<file path="config.mk">
export PLATFORM = sky130hd
export DESIGN_NAME = multi_slot_timer_table
export DESIGN_NICKNAME = d
export VERILOG_FILES = /design/src/rtl/mstt_pkg.sv /design/src/rtl/mstt_mod_unit.sv /design/src/rtl/mstt_datapath.sv /design/src/rtl/mstt_ctrl.sv /design/src/rtl/multi_slot_timer_table.sv
export SDC_FILE = /design/constraint.sdc
export NUM_CORES = 2
export LEC_CHECK = 0
export ABC_AREA = 1
export BUFFER_PORTS_ARGS = -buffer_cell sky130_fd_sc_hd__buf_2
export CAP_MARGIN = 20
export CELL_PAD_IN_SITES_DETAIL_PLACEMENT = 1
export CELL_PAD_IN_SITES_GLOBAL_PLACEMENT = 2
export CORE_ASPECT_RATIO = 0.8
export CORE_MARGIN = 2
export CORE_UTILIZATION = 45
export DETAILED_ROUTE_END_ITERATION = 6
export GPL_ROUTABILITY_DRIVEN = 0
export MAX_ROUTING_LAYER = met4
export PLACE_DENSITY = 0.94
export SLEW_MARGIN = 20
export SYNTH_ARGS = -nofsm -noshare
export SYNTH_HDL_FRONTEND = slang
export SYNTH_SLANG_ARGS = --single-unit
export TNS_END_PERCENT = 1
</file>
<file path="constraint.sdc">
create_clock -name clock -period 13.1 [get_ports clock]
set_input_delay 0.655 -clock clock [delete_from_list [all_inputs] [get_ports clock]]
set_output_delay 0.655 -clock clock [all_outputs]
set_load 0.005 [all_outputs]
</file>
<file path="src/rtl/mstt_pkg.sv">
`timescale 1ns / 1ps
package mstt_pkg;

   localparam int DATA_W      = 32;
   localparam int TID_W       = 16;
   localparam int SLOTS_DEF   = 16;
   localparam int ID_BITS_DEF = 16;
   localparam int REQ_DATA_W  = 80;
   localparam int RSP_DATA_W  = 56;

   typedef enum logic [2:0] {
      OP_SET_TIMEOUT  = 3'd0,
      OP_SET_INTERVAL = 3'd1,
      OP_CANCEL       = 3'd2,
      OP_PAUSE        = 3'd3,
      OP_RESUME       = 3'd4,
      OP_QUERY        = 3'd5,
      OP_CANCEL_ALL   = 3'd6,
      OP_TICK         = 3'd7
   } op_type;

   typedef enum logic [1:0] {
      ST_OK        = 2'd0,
      ST_NOT_FOUND = 2'd1,
      ST_INVALID   = 2'd2,
      ST_FULL      = 2'd3
   } status_type;

   typedef enum logic [2:0] {
      RK_OK,
      RK_INVALID,
      RK_NOT_FOUND,
      RK_FULL,
      RK_CREATED,
      RK_FIRE,
      RK_QUERY
   } rsp_kind_type;

   typedef struct packed {
      logic         capture;
      logic         clear_all;
      logic         idx_clr;
      logic         idx_inc;
      logic         wr_create;
      logic         wr_rem_sub;
      logic         wr_rem_reload;
      logic         free_slot;
      logic         set_pause;
      logic         clr_pause;
      logic         mod_start;
      logic         rsp_load;
      rsp_kind_type rsp_kind;
   } cmd_type;

   typedef struct packed {
      op_type op;
      logic   tid_zero;
      logic   dur_zero;
      logic   slot_valid;
      logic   slot_paused;
      logic   id_match;
      logic   expire;
      logic   has_interval;
      logic   idx_last;
      logic   mod_done;
      logic   out_free;
   } stat_type;

endpackage

</file>
<file path="src/rtl/mstt_mod_unit.sv">
`timescale 1ns / 1ps
module mstt_mod_unit (
   input  logic                        clock,
   input  logic                        reset,
   input  logic                        start,
   input  logic [mstt_pkg::DATA_W-1:0] dividend,
   input  logic [mstt_pkg::DATA_W-1:0] divisor,
   output logic                        done,
   output logic [mstt_pkg::DATA_W-1:0] remainder
);
   import mstt_pkg::*;

   localparam int CNT_W = $clog2(DATA_W);

   logic [DATA_W:0]   rem_ff, rem_in, trial;
   logic [DATA_W-1:0] quo_ff, div_ff;
   logic [CNT_W-1:0]  cnt_ff;
   logic              busy_ff, done_ff;

   // one restoring step a cycle, remainder only
   always_comb begin
      trial = {rem_ff[DATA_W-1:0], quo_ff[DATA_W-1]};
      if (trial >= {1'b0, div_ff}) begin
         rem_in = trial - {1'b0, div_ff};
      end else begin
         rem_in = trial;
      end
   end

   always_ff @(posedge clock) begin
      if (reset) begin
         busy_ff <= 1'b0;
         done_ff <= 1'b0;
         cnt_ff  <= '0;
      end else if (start) begin
         busy_ff <= 1'b1;
         done_ff <= 1'b0;
         cnt_ff  <= '0;
      end else if (busy_ff) begin
         cnt_ff <= cnt_ff + 1'b1;
         if (cnt_ff == CNT_W'(DATA_W - 1)) begin
            busy_ff <= 1'b0;
            done_ff <= 1'b1;
         end
      end
   end

   always_ff @(posedge clock) begin
      if (start) begin
         rem_ff <= '0;
         quo_ff <= dividend;
         div_ff <= divisor;
      end else if (busy_ff) begin
         rem_ff <= rem_in;
         quo_ff <= {quo_ff[DATA_W-2:0], 1'b0};
      end
   end

   assign done      = done_ff;
   assign remainder = rem_ff[DATA_W-1:0];

endmodule

</file>
<file path="src/rtl/mstt_datapath.sv">
`timescale 1ns / 1ps
module mstt_datapath #(
   parameter int SLOTS   = mstt_pkg::SLOTS_DEF,
   parameter int ID_BITS = mstt_pkg::ID_BITS_DEF
) (
   input  logic                            clock,
   input  logic                            reset,
   input  mstt_pkg::cmd_type               cmd,
   output mstt_pkg::stat_type              stat,
   input  logic [2:0]                      req_tuser,
   input  logic [mstt_pkg::REQ_DATA_W-1:0] req_tdata,
   output logic                            rsp_tvalid,
   input  logic                            rsp_tready,
   output logic [mstt_pkg::RSP_DATA_W-1:0] rsp_tdata,
   output logic                            rsp_tlast
);
   import mstt_pkg::*;

   localparam int IDX_W = (SLOTS > 1) ? $clog2(SLOTS) : 1;
   localparam int CMP_W = (ID_BITS > TID_W) ? ID_BITS : TID_W;

   op_type             op_ff;
   logic [TID_W-1:0]   tid_ff;
   logic [DATA_W-1:0]  dur_ff, delta_ff;
   logic [IDX_W-1:0]   idx_ff;
   logic [SLOTS-1:0]   valid_ff, paused_ff;
   logic [ID_BITS-1:0] next_id_ff, next_id_in, new_id_ff;

   logic [ID_BITS-1:0] slot_id_ff  [SLOTS];
   logic [DATA_W-1:0]  slot_rem_ff [SLOTS];
   logic [DATA_W-1:0]  slot_int_ff [SLOTS];
   logic [ID_BITS-1:0] rd_id_ff;
   logic [DATA_W-1:0]  rd_rem_ff, rd_int_ff;

   logic [DATA_W-1:0]  mod_rem;
   logic               mod_done;

   logic               rsp_valid_ff, out_free;
   logic [RSP_DATA_W-1:0] rsp_data_ff, rsp_data_in;

   mstt_mod_unit u_mod (
      .clock     (clock),
      .reset     (reset),
      .start     (cmd.mod_start),
      .dividend  (delta_ff - rd_rem_ff),
      .divisor   (rd_int_ff),
      .done      (mod_done),
      .remainder (mod_rem)
   );

   // next id wraps and skips zero
   always_comb begin
      next_id_in = next_id_ff + 1'b1;
      if (next_id_in == '0) begin
         next_id_in = ID_BITS'(1);
      end
   end

   always_ff @(posedge clock) begin
      if (cmd.capture) begin
         op_ff    <= op_type'(req_tuser);
         tid_ff   <= req_tdata[TID_W-1:0];
         dur_ff   <= req_tdata[TID_W +: DATA_W];
         delta_ff <= req_tdata[TID_W+DATA_W +: DATA_W];
      end
      if (cmd.wr_create) begin
         new_id_ff <= next_id_ff;
      end
   end

   always_ff @(posedge clock) begin
      if (reset) begin
         idx_ff     <= '0;
         valid_ff   <= '0;
         paused_ff  <= '0;
         next_id_ff <= ID_BITS'(1);
      end else begin
         if (cmd.idx_clr) begin
            idx_ff <= '0;
         end else if (cmd.idx_inc) begin
            idx_ff <= idx_ff + 1'b1;
         end
         if (cmd.clear_all) begin
            valid_ff  <= '0;
            paused_ff <= '0;
         end
         if (cmd.wr_create) begin
            valid_ff[idx_ff]  <= 1'b1;
            paused_ff[idx_ff] <= 1'b0;
            next_id_ff        <= next_id_in;
         end
         if (cmd.free_slot) begin
            valid_ff[idx_ff]  <= 1'b0;
            paused_ff[idx_ff] <= 1'b0;
         end
         if (cmd.set_pause) begin
            paused_ff[idx_ff] <= 1'b1;
         end
         if (cmd.clr_pause) begin
            paused_ff[idx_ff] <= 1'b0;
         end
      end
   end

   // slot memories: one write port, one registered read port
   always_ff @(posedge clock) begin
      if (cmd.wr_create) begin
         slot_id_ff[idx_ff]  <= next_id_ff;
         slot_rem_ff[idx_ff] <= dur_ff;
         slot_int_ff[idx_ff] <= (op_ff == OP_SET_INTERVAL) ? dur_ff : '0;
      end else if (cmd.wr_rem_sub) begin
         slot_rem_ff[idx_ff] <= rd_rem_ff - delta_ff;
      end else if (cmd.wr_rem_reload) begin
         slot_rem_ff[idx_ff] <= rd_int_ff - mod_rem;
      end
      rd_id_ff  <= slot_id_ff[idx_ff];
      rd_rem_ff <= slot_rem_ff[idx_ff];
      rd_int_ff <= slot_int_ff[idx_ff];
   end

   assign out_free = !rsp_valid_ff || rsp_tready;

   always_comb begin
      rsp_data_in = '0;
      unique case (cmd.rsp_kind)
         RK_OK:        rsp_data_in[1:0] = ST_OK;
         RK_INVALID:   rsp_data_in[1:0] = ST_INVALID;
         RK_NOT_FOUND: rsp_data_in[1:0] = ST_NOT_FOUND;
         RK_FULL:      rsp_data_in[1:0] = ST_FULL;
         RK_CREATED: begin
            rsp_data_in[1:0]  = ST_OK;
            rsp_data_in[17:2] = TID_W'(new_id_ff);
         end
         RK_FIRE: begin
            rsp_data_in[1:0]  = ST_OK;
            rsp_data_in[17:2] = TID_W'(rd_id_ff);
            rsp_data_in[18]   = 1'b1;
         end
         RK_QUERY: begin
            rsp_data_in[1:0]   = ST_OK;
            rsp_data_in[19]    = 1'b1;
            rsp_data_in[20]    = !paused_ff[idx_ff];
            rsp_data_in[52:21] = rd_rem_ff;
         end
         default: rsp_data_in = '0;
      endcase
   end

   always_ff @(posedge clock) begin
      if (reset) begin
         rsp_valid_ff <= 1'b0;
      end else if (cmd.rsp_load) begin
         rsp_valid_ff <= 1'b1;
      end else if (rsp_tready) begin
         rsp_valid_ff <= 1'b0;
      end
   end

   always_ff @(posedge clock) begin
      if (cmd.rsp_load) begin
         rsp_data_ff <= rsp_data_in;
         rsp_tlast   <= (cmd.rsp_kind != RK_FIRE);
      end
   end

   assign rsp_tvalid = rsp_valid_ff;
   assign rsp_tdata  = rsp_data_ff;

   always_comb begin
      stat.op           = op_ff;
      stat.tid_zero     = (tid_ff == '0);
      stat.dur_zero     = (dur_ff == '0);
      stat.slot_valid   = valid_ff[idx_ff];
      stat.slot_paused  = paused_ff[idx_ff];
      stat.id_match     = (CMP_W'(rd_id_ff) == CMP_W'(tid_ff));
      stat.expire       = (rd_rem_ff <= delta_ff);
      stat.has_interval = (rd_int_ff != '0);
      stat.idx_last     = (idx_ff == IDX_W'(SLOTS - 1));
      stat.mod_done     = mod_done;
      stat.out_free     = out_free;
   end

endmodule

</file>
<file path="src/rtl/mstt_ctrl.sv">
`timescale 1ns / 1ps
module mstt_ctrl (
   input  logic               clock,
   input  logic               reset,
   input  logic               accept,
   output logic               ready,
   input  mstt_pkg::stat_type stat,
   output mstt_pkg::cmd_type  cmd
);
   import mstt_pkg::*;

   typedef enum logic [7:0] {
      S_IDLE   = 8'b0000_0001,
      S_DECODE = 8'b0000_0010,
      S_READ   = 8'b0000_0100,
      S_EVAL   = 8'b0000_1000,
      S_FIRE   = 8'b0001_0000,
      S_MODW   = 8'b0010_0000,
      S_NEXT   = 8'b0100_0000,
      S_EMIT   = 8'b1000_0000
   } state_type;

   state_type    state_ff, state_in;
   rsp_kind_type kind_ff, kind_in;
   logic         is_create;

   assign is_create = (stat.op == OP_SET_TIMEOUT) || (stat.op == OP_SET_INTERVAL);
   assign ready     = (state_ff == S_IDLE);

   always_comb begin
      state_in     = state_ff;
      kind_in      = kind_ff;
      cmd          = '0;
      cmd.rsp_kind = kind_ff;
      unique case (state_ff)
         S_IDLE: begin
            if (accept) begin
               cmd.capture = 1'b1;
               cmd.idx_clr = 1'b1;
               state_in    = S_DECODE;
            end
         end
         S_DECODE: begin
            priority if (stat.op == OP_CANCEL_ALL) begin
               cmd.clear_all = 1'b1;
               kind_in       = RK_OK;
               state_in      = S_EMIT;
            end else if (stat.op == OP_SET_INTERVAL && stat.dur_zero) begin
               kind_in  = RK_INVALID;
               state_in = S_EMIT;
            end else if (!is_create && stat.op != OP_TICK && stat.tid_zero) begin
               kind_in  = RK_INVALID;
               state_in = S_EMIT;
            end else begin
               state_in = S_READ;
            end
         end
         S_READ: state_in = S_EVAL;
         S_EVAL: begin
            state_in = S_NEXT;
            if (is_create) begin
               if (!stat.slot_valid) begin
                  cmd.wr_create = 1'b1;
                  kind_in       = RK_CREATED;
                  state_in      = S_EMIT;
               end
            end else if (stat.op == OP_TICK) begin
               if (stat.slot_valid && !stat.slot_paused) begin
                  if (stat.expire) begin
                     state_in = S_FIRE;
                  end else begin
                     cmd.wr_rem_sub = 1'b1;
                  end
               end
            end else if (stat.slot_valid && stat.id_match) begin
               kind_in  = RK_OK;
               state_in = S_EMIT;
               unique case (stat.op)
                  OP_CANCEL: cmd.free_slot = 1'b1;
                  OP_PAUSE:  cmd.set_pause = 1'b1;
                  OP_RESUME: cmd.clr_pause = 1'b1;
                  default:   kind_in       = RK_QUERY;
               endcase
            end
         end
         S_FIRE: begin
            if (stat.out_free) begin
               cmd.rsp_load = 1'b1;
               cmd.rsp_kind = RK_FIRE;
               if (stat.has_interval) begin
                  cmd.mod_start = 1'b1;
                  state_in      = S_MODW;
               end else begin
                  cmd.free_slot = 1'b1;
                  state_in      = S_NEXT;
               end
            end
         end
         S_MODW: begin
            if (stat.mod_done) begin
               cmd.wr_rem_reload = 1'b1;
               state_in          = S_NEXT;
            end
         end
         S_NEXT: begin
            if (stat.idx_last) begin
               priority if (is_create) begin
                  kind_in = RK_FULL;
               end else if (stat.op == OP_TICK) begin
                  kind_in = RK_OK;
               end else begin
                  kind_in = RK_NOT_FOUND;
               end
               state_in = S_EMIT;
            end else begin
               cmd.idx_inc = 1'b1;
               state_in    = S_READ;
            end
         end
         S_EMIT: begin
            if (stat.out_free) begin
               cmd.rsp_load = 1'b1;
               state_in     = S_IDLE;
            end
         end
         default: state_in = S_IDLE;
      endcase
   end

   always_ff @(posedge clock) begin
      if (reset) begin
         state_ff <= S_IDLE;
         kind_ff  <= RK_OK;
      end else begin
         state_ff <= state_in;
         kind_ff  <= kind_in;
      end
   end

endmodule

</file>
<file path="src/rtl/multi_slot_timer_table.sv">
`timescale 1ns / 1ps
// Sequencing: cancel_all and rejected requests go from decode straight to the response;
// slot walks pass the read, eval and next states for each slot visited, a fired one-shot
// slot adds the fire state and a fired periodic slot adds fire plus a wait on its bit-serial
// remainder, and fire and emit wait while the response register is full; a tick visits every
// slot, a create or a lookup stops at the first free or matching slot.
// Throughput: one request at a time; the next is taken in the cycle after its final result
// is queued.
// Reset: synchronous active high; clears slot valid and paused bits and sets next id to 1.
module multi_slot_timer_table #(
   parameter int SLOTS   = mstt_pkg::SLOTS_DEF,
   parameter int ID_BITS = mstt_pkg::ID_BITS_DEF
) (
   input  logic                            clock,
   input  logic                            reset,
   // request channel
   input  logic                            req_tvalid,
   output logic                            req_tready,
   // req_tdata: timer_id[15:0], duration[47:16], tick_delta[79:48]
   input  logic [mstt_pkg::REQ_DATA_W-1:0] req_tdata,
   // req_tuser: op[2:0]
   input  logic [2:0]                      req_tuser,
   // response channel
   output logic                            rsp_tvalid,
   input  logic                            rsp_tready,
   // rsp_tdata: status[1:0], result_id[17:2], fired[18], exists[19], active[20],
   //            remaining[52:21], zero pad[55:53]
   output logic [mstt_pkg::RSP_DATA_W-1:0] rsp_tdata,
   output logic                            rsp_tlast
);
   import mstt_pkg::*;

   cmd_type  cmd;
   stat_type stat;
   logic     accept;

   // a request transaction completes only while the sequencer is idle
   assign accept = req_tvalid && req_tready;

   // sequencer: walks slots, drives the datapath by commands
   mstt_ctrl u_ctrl (
      .clock  (clock),
      .reset  (reset),
      .accept (accept),
      .ready  (req_tready),
      .stat   (stat),
      .cmd    (cmd)
   );

   // slot store, id counter, remainder unit and the response register
   mstt_datapath #(
      .SLOTS   (SLOTS),
      .ID_BITS (ID_BITS)
   ) u_dp (
      .clock      (clock),
      .reset      (reset),
      .cmd        (cmd),
      .stat       (stat),
      .req_tuser  (req_tuser),
      .req_tdata  (req_tdata),
      .rsp_tvalid (rsp_tvalid),
      .rsp_tready (rsp_tready),
      .rsp_tdata  (rsp_tdata),
      .rsp_tlast  (rsp_tlast)
   );

endmodule

</file>
-- Word level (Yosys, flattened, before mapping)
Memory sizes are Yosys's and may differ from the RTL's. A register that Yosys moved wholly into a read port is not among the register bits.
Cells that the tools add are included.
- $add $sub $neg: 7
- $lt $le $gt $ge: 4
- equal/unequal tests: 34
- multiplexer cells: 104
- bitwise operators: 9
- reductions and logical operators: 26
- operators with widths (operator ; count):
    16-bit 2-to-1 mux ; 15
    32-bit 2-to-1 mux ; 6
    32-bit subtractor ; 4
    8-bit 2-to-1 mux ; 13
    16-bit bitwise AND ; 4
    8-bit one-hot mux with 8 select lines ; 1
    3-bit 2-to-1 mux ; 14
    1-bit 2-to-1 mux ; 41
    33-bit by 32-bit >= comparator with 1-bit output ; 1
    32-bit less-or-equal comparator ; 1
    16-bit logical NOT ; 2
    32-bit logical NOT ; 1
    16-bit bitwise OR ; 2
    16-bit one-hot mux with 2 select lines ; 1
    32-bit nonzero test ; 1
    3-bit equality test, second input constant ; 6
    16-bit by 1-bit adder with 16-bit output, second input constant ; 1
    16-bit equality test ; 1
    16-bit inverter ; 1
    7-bit 2-to-1 mux ; 2
    3-bit by 2-bit equality test with 1-bit output, second input constant ; 4
    3-bit != test, second input constant ; 3
    3-bit one-hot mux with 3 select lines ; 1
    1-bit binary-select mux with 4-bit select ; 2
    other kinds (37) ; 56
- register bits: 320
- memory bits (writable): 1280
- output and inout port bits: 59
- logic and storage cells: 208
- memories: 3
- memories (memory ; words ; bits a word ; read ports ; clocked after memory_dff ; wr ports ; line ; source):
    u_dp.slot_int_ff ; 16 ; 32 ; 1 ; 1 ; 1 ; mstt_datapath.sv:31 ; logic [DATA_W-1:0] slot_int_ff [SLOTS];
    u_dp.slot_rem_ff ; 16 ; 32 ; 1 ; 1 ; 1 ; mstt_datapath.sv:30 ; logic [DATA_W-1:0] slot_rem_ff [SLOTS];
    u_dp.slot_id_ff ; 16 ; 16 ; 1 ; 1 ; 1 ; mstt_datapath.sv:29 ; logic [ID_BITS-1:0] slot_id_ff [SLOTS];

-- Logic depth before layout (Yosys ltp)
- depth in word-level cells: 18
- depth in mapped cells: 20

-- Cells and area by module
From an unflattened synthesis, not the netlist that was laid out.
- cell total of the unflattened synthesis: 6982
- area, all modules: 74153.6 um^2
- modules (own cells, without submodules) (module ; times used ; cells an instance ; area an instance (um^2) ; seq. area each (um^2)):
    mstt_datapath ; 1 ; 5842 ; 66207.2 ; 45693.8
    mstt_mod_unit ; 1 ; 978 ; 6984.2 ; 2702.6
    mstt_ctrl ; 1 ; 160 ; 954.7 ; 220.2
    multi_slot_timer_table ; 1 ; 2 ; 7.5 ; 0.0

-- Least setup slack after synthesis
OpenSTA, ideal clock, no wires.
- kind: reg-to-reg
- start point: register u_ctrl.state_ff[4]
- end point: register u_dp.delta_ff[0], enable pin
- data arrival time: 4305 ps
- required time: 12575 ps
- slack: 8270 ps
- stages on the path, launching flop included: 6
- path buffers: 0
- clock period less this slack: 4830 ps
- path through: dfxtp_1 -> nor2_1 -> nand2_1 -> inv_2 -> nand4_1 -> nor2_1
- RTL lines (what ; line ; source):
    start, declared ; mstt_ctrl.sv:23 ; state_type state_ff, state_in;
    start signal, assigned ; mstt_ctrl.sv:135 ; state_ff <= state_in;
    end signal, assigned ; mstt_datapath.sv:64 ; delta_ff <= req_tdata[TID_W+DATA_W +: DATA_W];
    end, declared ; mstt_datapath.sv:24 ; logic [DATA_W-1:0] dur_ff, delta_ff;

-- Worst setup path after layout
- start point: register u_dp.idx_ff[2]
- end point: memory u_dp.slot_rem_ff[3][22], enable pin
- cells in the longest elaborated chain, start to end: 13
- elaborated cells on any way between the ends: 22
- ends and longest elaborated chain (what ; line ; source):
    start, declared ; mstt_datapath.sv:25 ; logic [IDX_W-1:0] idx_ff;
    start signal, assigned ; mstt_datapath.sv:81 ; idx_ff <= idx_ff + 1'b1;
    1-bit binary-select mux with 4-bit select ; mstt_datapath.sv:174 ; stat.slot_paused = paused_ff[idx_ff];
    1-bit 2-to-1 mux (implied by the code) ; mstt_datapath.sv:174 ;
    1-bit logical NOT ; mstt_ctrl.sv:68 ; if (stat.slot_valid && !stat.slot_paused) begin
    1-bit logical AND ; mstt_ctrl.sv:68 ;
    1-bit 2-to-1 mux ; mstt_ctrl.sv:68 ;
    1-bit 2-to-1 mux ; mstt_ctrl.sv:67 ; end else if (stat.op == OP_TICK) begin
    1-bit 2-to-1 mux ; mstt_ctrl.sv:61 ; if (is_create) begin
    2-bit 2-to-1 mux ; mstt_ctrl.sv:35 ; unique case (state_ff)
    1-bit 2-to-1 mux ; mstt_datapath.sv:111 ; end else if (cmd.wr_rem_sub) begin
    1-bit 2-to-1 mux ; mstt_datapath.sv:107 ; if (cmd.wr_create) begin
    1-bit 2-to-1 mux (implied by the code) ; mstt_datapath.sv:112 ; slot_rem_ff[idx_ff] <= rd_rem_ff - delta_ff;
    1-bit bitwise OR (no source line) (2 in series) ; - ;
    end, declared ; mstt_datapath.sv:30 ;
Parallel ways exist; a longest one is shown, timed or not. The select of a mux whose other input is x is not followed.

==> results by group <==
Status
  – Status: complete, no violations

Global routing
  – First-pass GRT wire length: 362,000 um
  – Initial antenna violation count: 16
  – Grt total ovfl: 0
  – Vias in the first global route: 56,800
  – Tot GR Track Use: 29.9%
  – Largest net degree at the start of global routing: 237

CTS
  – Setup Fix Bufs, Post-CTS: 0
  – Clock Pin Slew Worst Setup and Hold Paths: 60 ps
  – Num CTS Buffers: 166
  – Clock Path Buffers: 3
  – TritonCTS clock tree: built
  – Worst-Skew Late Latency: 840 ps
  – H-tree levels: 4
  – Sink Count: 1,680
  – Clock Tree Root: clkbuf_16

Routing
  – DRT iter0 DRCs: 6,034
  – Detail Route Antenna Nets: 0
  – Met2 Wirelength: 117,000 um
  – WL met1: 101,000 um
  – DRC errors left: 0
  – Metal3 WL: 18,600 um
  – DR WL/cell: 26.4 um
  – Vias: 55,400
  – Via density: 5.92
  – Initial DRT Pass Iterations: 6
  – Final wirelength: 247,000 um
  – Max Used Layer: met4

Floorplanning
  – Core ar.: 162,000 um2
  – Die height: 365 um
  – Initial core utilization: 45.3%
  – Ports: 146
  – Die footprint: 166,000 um2
  – Std-Cell Rows: 132
  – Die Width: 456 um

Timing
  – Setup Total Neg Slack: 0 ps
  – Final period util: 40.7%
  – Max Slew Vio Count: 0
  – Tmin final: 5340 ps
  – Worst Slack Setup Final: 7760 ps
  – Rel. slew slack: 15.7%
  – Max Clock Skew: 39.7 ps
  – Worst-margin pin slew: 1260 ps
  – Final Setup Violations: 0
  – Final hold vios: 0
  – RSZ-0062 raised after global routing: false
  – Peak Freq: 187 MHz
  – Worst hold margin: 59.2 ps

Placement
  – I/O Buffers: 142
  – Pre-CTS setup slack: 8180 ps
  – Hpwl dp: 152,000 um

Power and ir drop
  – Max IR drop VDD: 0.152 mV
  – Lkg Pwr: 30.7 nW
  – Power per Cell Area: 150 nW/um2
  – Tot Pwr: 12.4 mW

Yosys
  – Sequential fraction of the synthesis area: 66.2%
  – Synth cell count leaders: edfxtp_1 (1,497), nand2_1 (1,308), nor2_1 (1,013)
  – Cells after Synth: 6,925
  – Most used DFF post-synth: edfxtp_1
  – Number of distinct library cells after synthesis: 52
  – Post-synth top area cell: edfxtp_1
  – Cell Area, Synth: 73,400 um2
  – Mean Syn Cell Area: 10.6 um2
  – #FFs+latches synth: 1,680
  – Post-synth EDFFs: 1,497
  – FFs w/ async S/R, synth: 0%
  – Top-area cell type share of the netlist area: 61.2%
  – Most numerous cell in the Yosys netlist: edfxtp_1
  – Yosys warns: 0
  – Synth area leaders: edfxtp_1 (61%), nand2_1 (6.7%), o21ai_0 (5.2%)

Worst setup path
  – Worst path cell trace: inv_2, nor2_4, buf_4, buf_4, nand2_1, nand2_1, nor2_1, nand2_2, buf_4, nand3_4, nand2_1, clkinv_2
  – Critical path arrival: 5580 ps
  – Startpoint Class: flip-flop
  – CP max stage delay: 770 ps
  – CP Max Fanout: 45
  – Crit. End Element: flip-flop
  – CP required: 13,340 ps
  – Crit Path Class: reg2reg
  – CP max stage cell: clkinv_2

Final layout
  – NumNets Final: 7,273
  – Final core occ: 51.0%
  – Layout cells sized above 1: 7.97%
  – P&R area growth vs syn: 12.4%

Hold path
  – Hold Path Class: in2reg

Job
  – Max Cap Violations: 0
[worst paths after layout]
| path | cells after the start | to | slack [ps] | start |
|---|---|---|---|---|
| worst max-delay path | 12 | u_dp.slot_rem_ff[3][22]$_DFFE_PP_ | 7760 | u_dp.idx_ff[2]$_SDFFE_PP0P_ |
| worst min-delay path | 1 | u_dp.delta_ff[1]$_DFFE_PP_ | 60 | req_tdata[49] |
| worst max register to register | 12 | u_dp.slot_rem_ff[3][22]$_DFFE_PP_ | 7760 | u_dp.idx_ff[2]$_SDFFE_PP0P_ |
| worst min register to register | 2 | u_dp.u_mod.rem_ff[21]$_SDFFE_PP0P_ | 470 | u_dp.u_mod.rem_ff[21]$_SDFFE_PP0P_ |
[layer usage]
metal	track usage [%]	vias to the layer above
li1	-	24400
met1	38.2	28000
met2	47.5	2461
met3	4.66	510
met4	13.3	0
met5	-	-
[power breakdown]
group	internal, mW	total (mW)	switching [mW]
sequential	6.09	6.18	0.0962
combinational	0.280	1.21	0.935
clock	2.83	4.97	2.14
total	9.20	12.4	3.17
[cells in the final DEF (no fill, tap or decap), types with 7 or more instances in the layout]
cell and instances:
nor2_4 21, o21a_1 8, a21oi_1 191, o21ai_1 23, and2_1 7, inv_1 484, nand4_1 117, clkinv_1 23
or2_2 11, a32o_1 10, o21bai_1 38, clkbuf_8 19, dfxtp_1 181, nand2_2 14, a21boi_0 7, buf_2 142
xor2_1 47, nand2_1 1305, xnor2_1 37, diode_2 9, edfxtp_1 1497, ha_1 133, nand3b_1 19, inv_2 33
nor2_2 23, buf_4 61, clkbuf_16 174, bufinv_16 14, dlygate4sd3_1 76, o21ai_0 761, nor3_1 27, a21o_1 10
nand3_1 237, a211oi_1 12, o22ai_1 320, nor2_1 982, clkinv_2 30, clkbuf_1 39
[critical path, delay by kind of cell (launching register included)]
family / cells / cell delay, ps
DFF: 1 / 480
and+or+nand+nor: 7 / 1270
buffers and inverters: 5 / 2860
[registers in the layout (all words and copies together), names as in the netlist, 53 cells and up]
register / cells
u_dp.rsp_tdata: 53
u_dp.slot_int_ff: 512
u_dp.slot_id_ff: 256
u_dp.slot_rem_ff: 512
[metrics by stage]
step / area (um2) / std cells
finish: 82600 / 9344
global route: 82600 / 9341
CTS: 82500 / 9334
detailed placement: 76100 / 8948
global placement: 76100 / 8947
floorplan: 73400 / 6927
[cells by family after synthesis]
| family | after synthesis | share of synthesized area (%) |
|---|---|---|
| AO/OA/AOI/OAI | 1394 | 10.4 |
| flip-flops | 1680 | 66.2 |
| adder cells (fa/ha/maj) | 137 | 2.38 |
| other | 1 | 0.00511 |
| buffers and inverters | 852 | 4.59 |
| XOR/XNOR | 84 | 1.00 |
| AND/OR/NAND/NOR | 2777 | 15.4 |
[layout make-up]
| cell class | count | area, um2 |
|---|---|---|
| timing repair buffer | 281 | 1970 |
| multi-input combinational | 4395 | 21600 |
| fill | 17300 | 79500 |
| clock inverter | 78 | 868 |
| inverter | 525 | 1990 |
| sequential | 1680 | 48600 |
| antenna | 9 | 22.5 |
| tap | 2144 | 2680 |
| clock buffer | 232 | 4760 |
[timing repair]
item                                   in CTS  in global routing
gates resized for setup                     0                  0
hold buffers                               76                  0
endpoints found under the hold margin      76                  0
(Power assumes the default switching activity.)
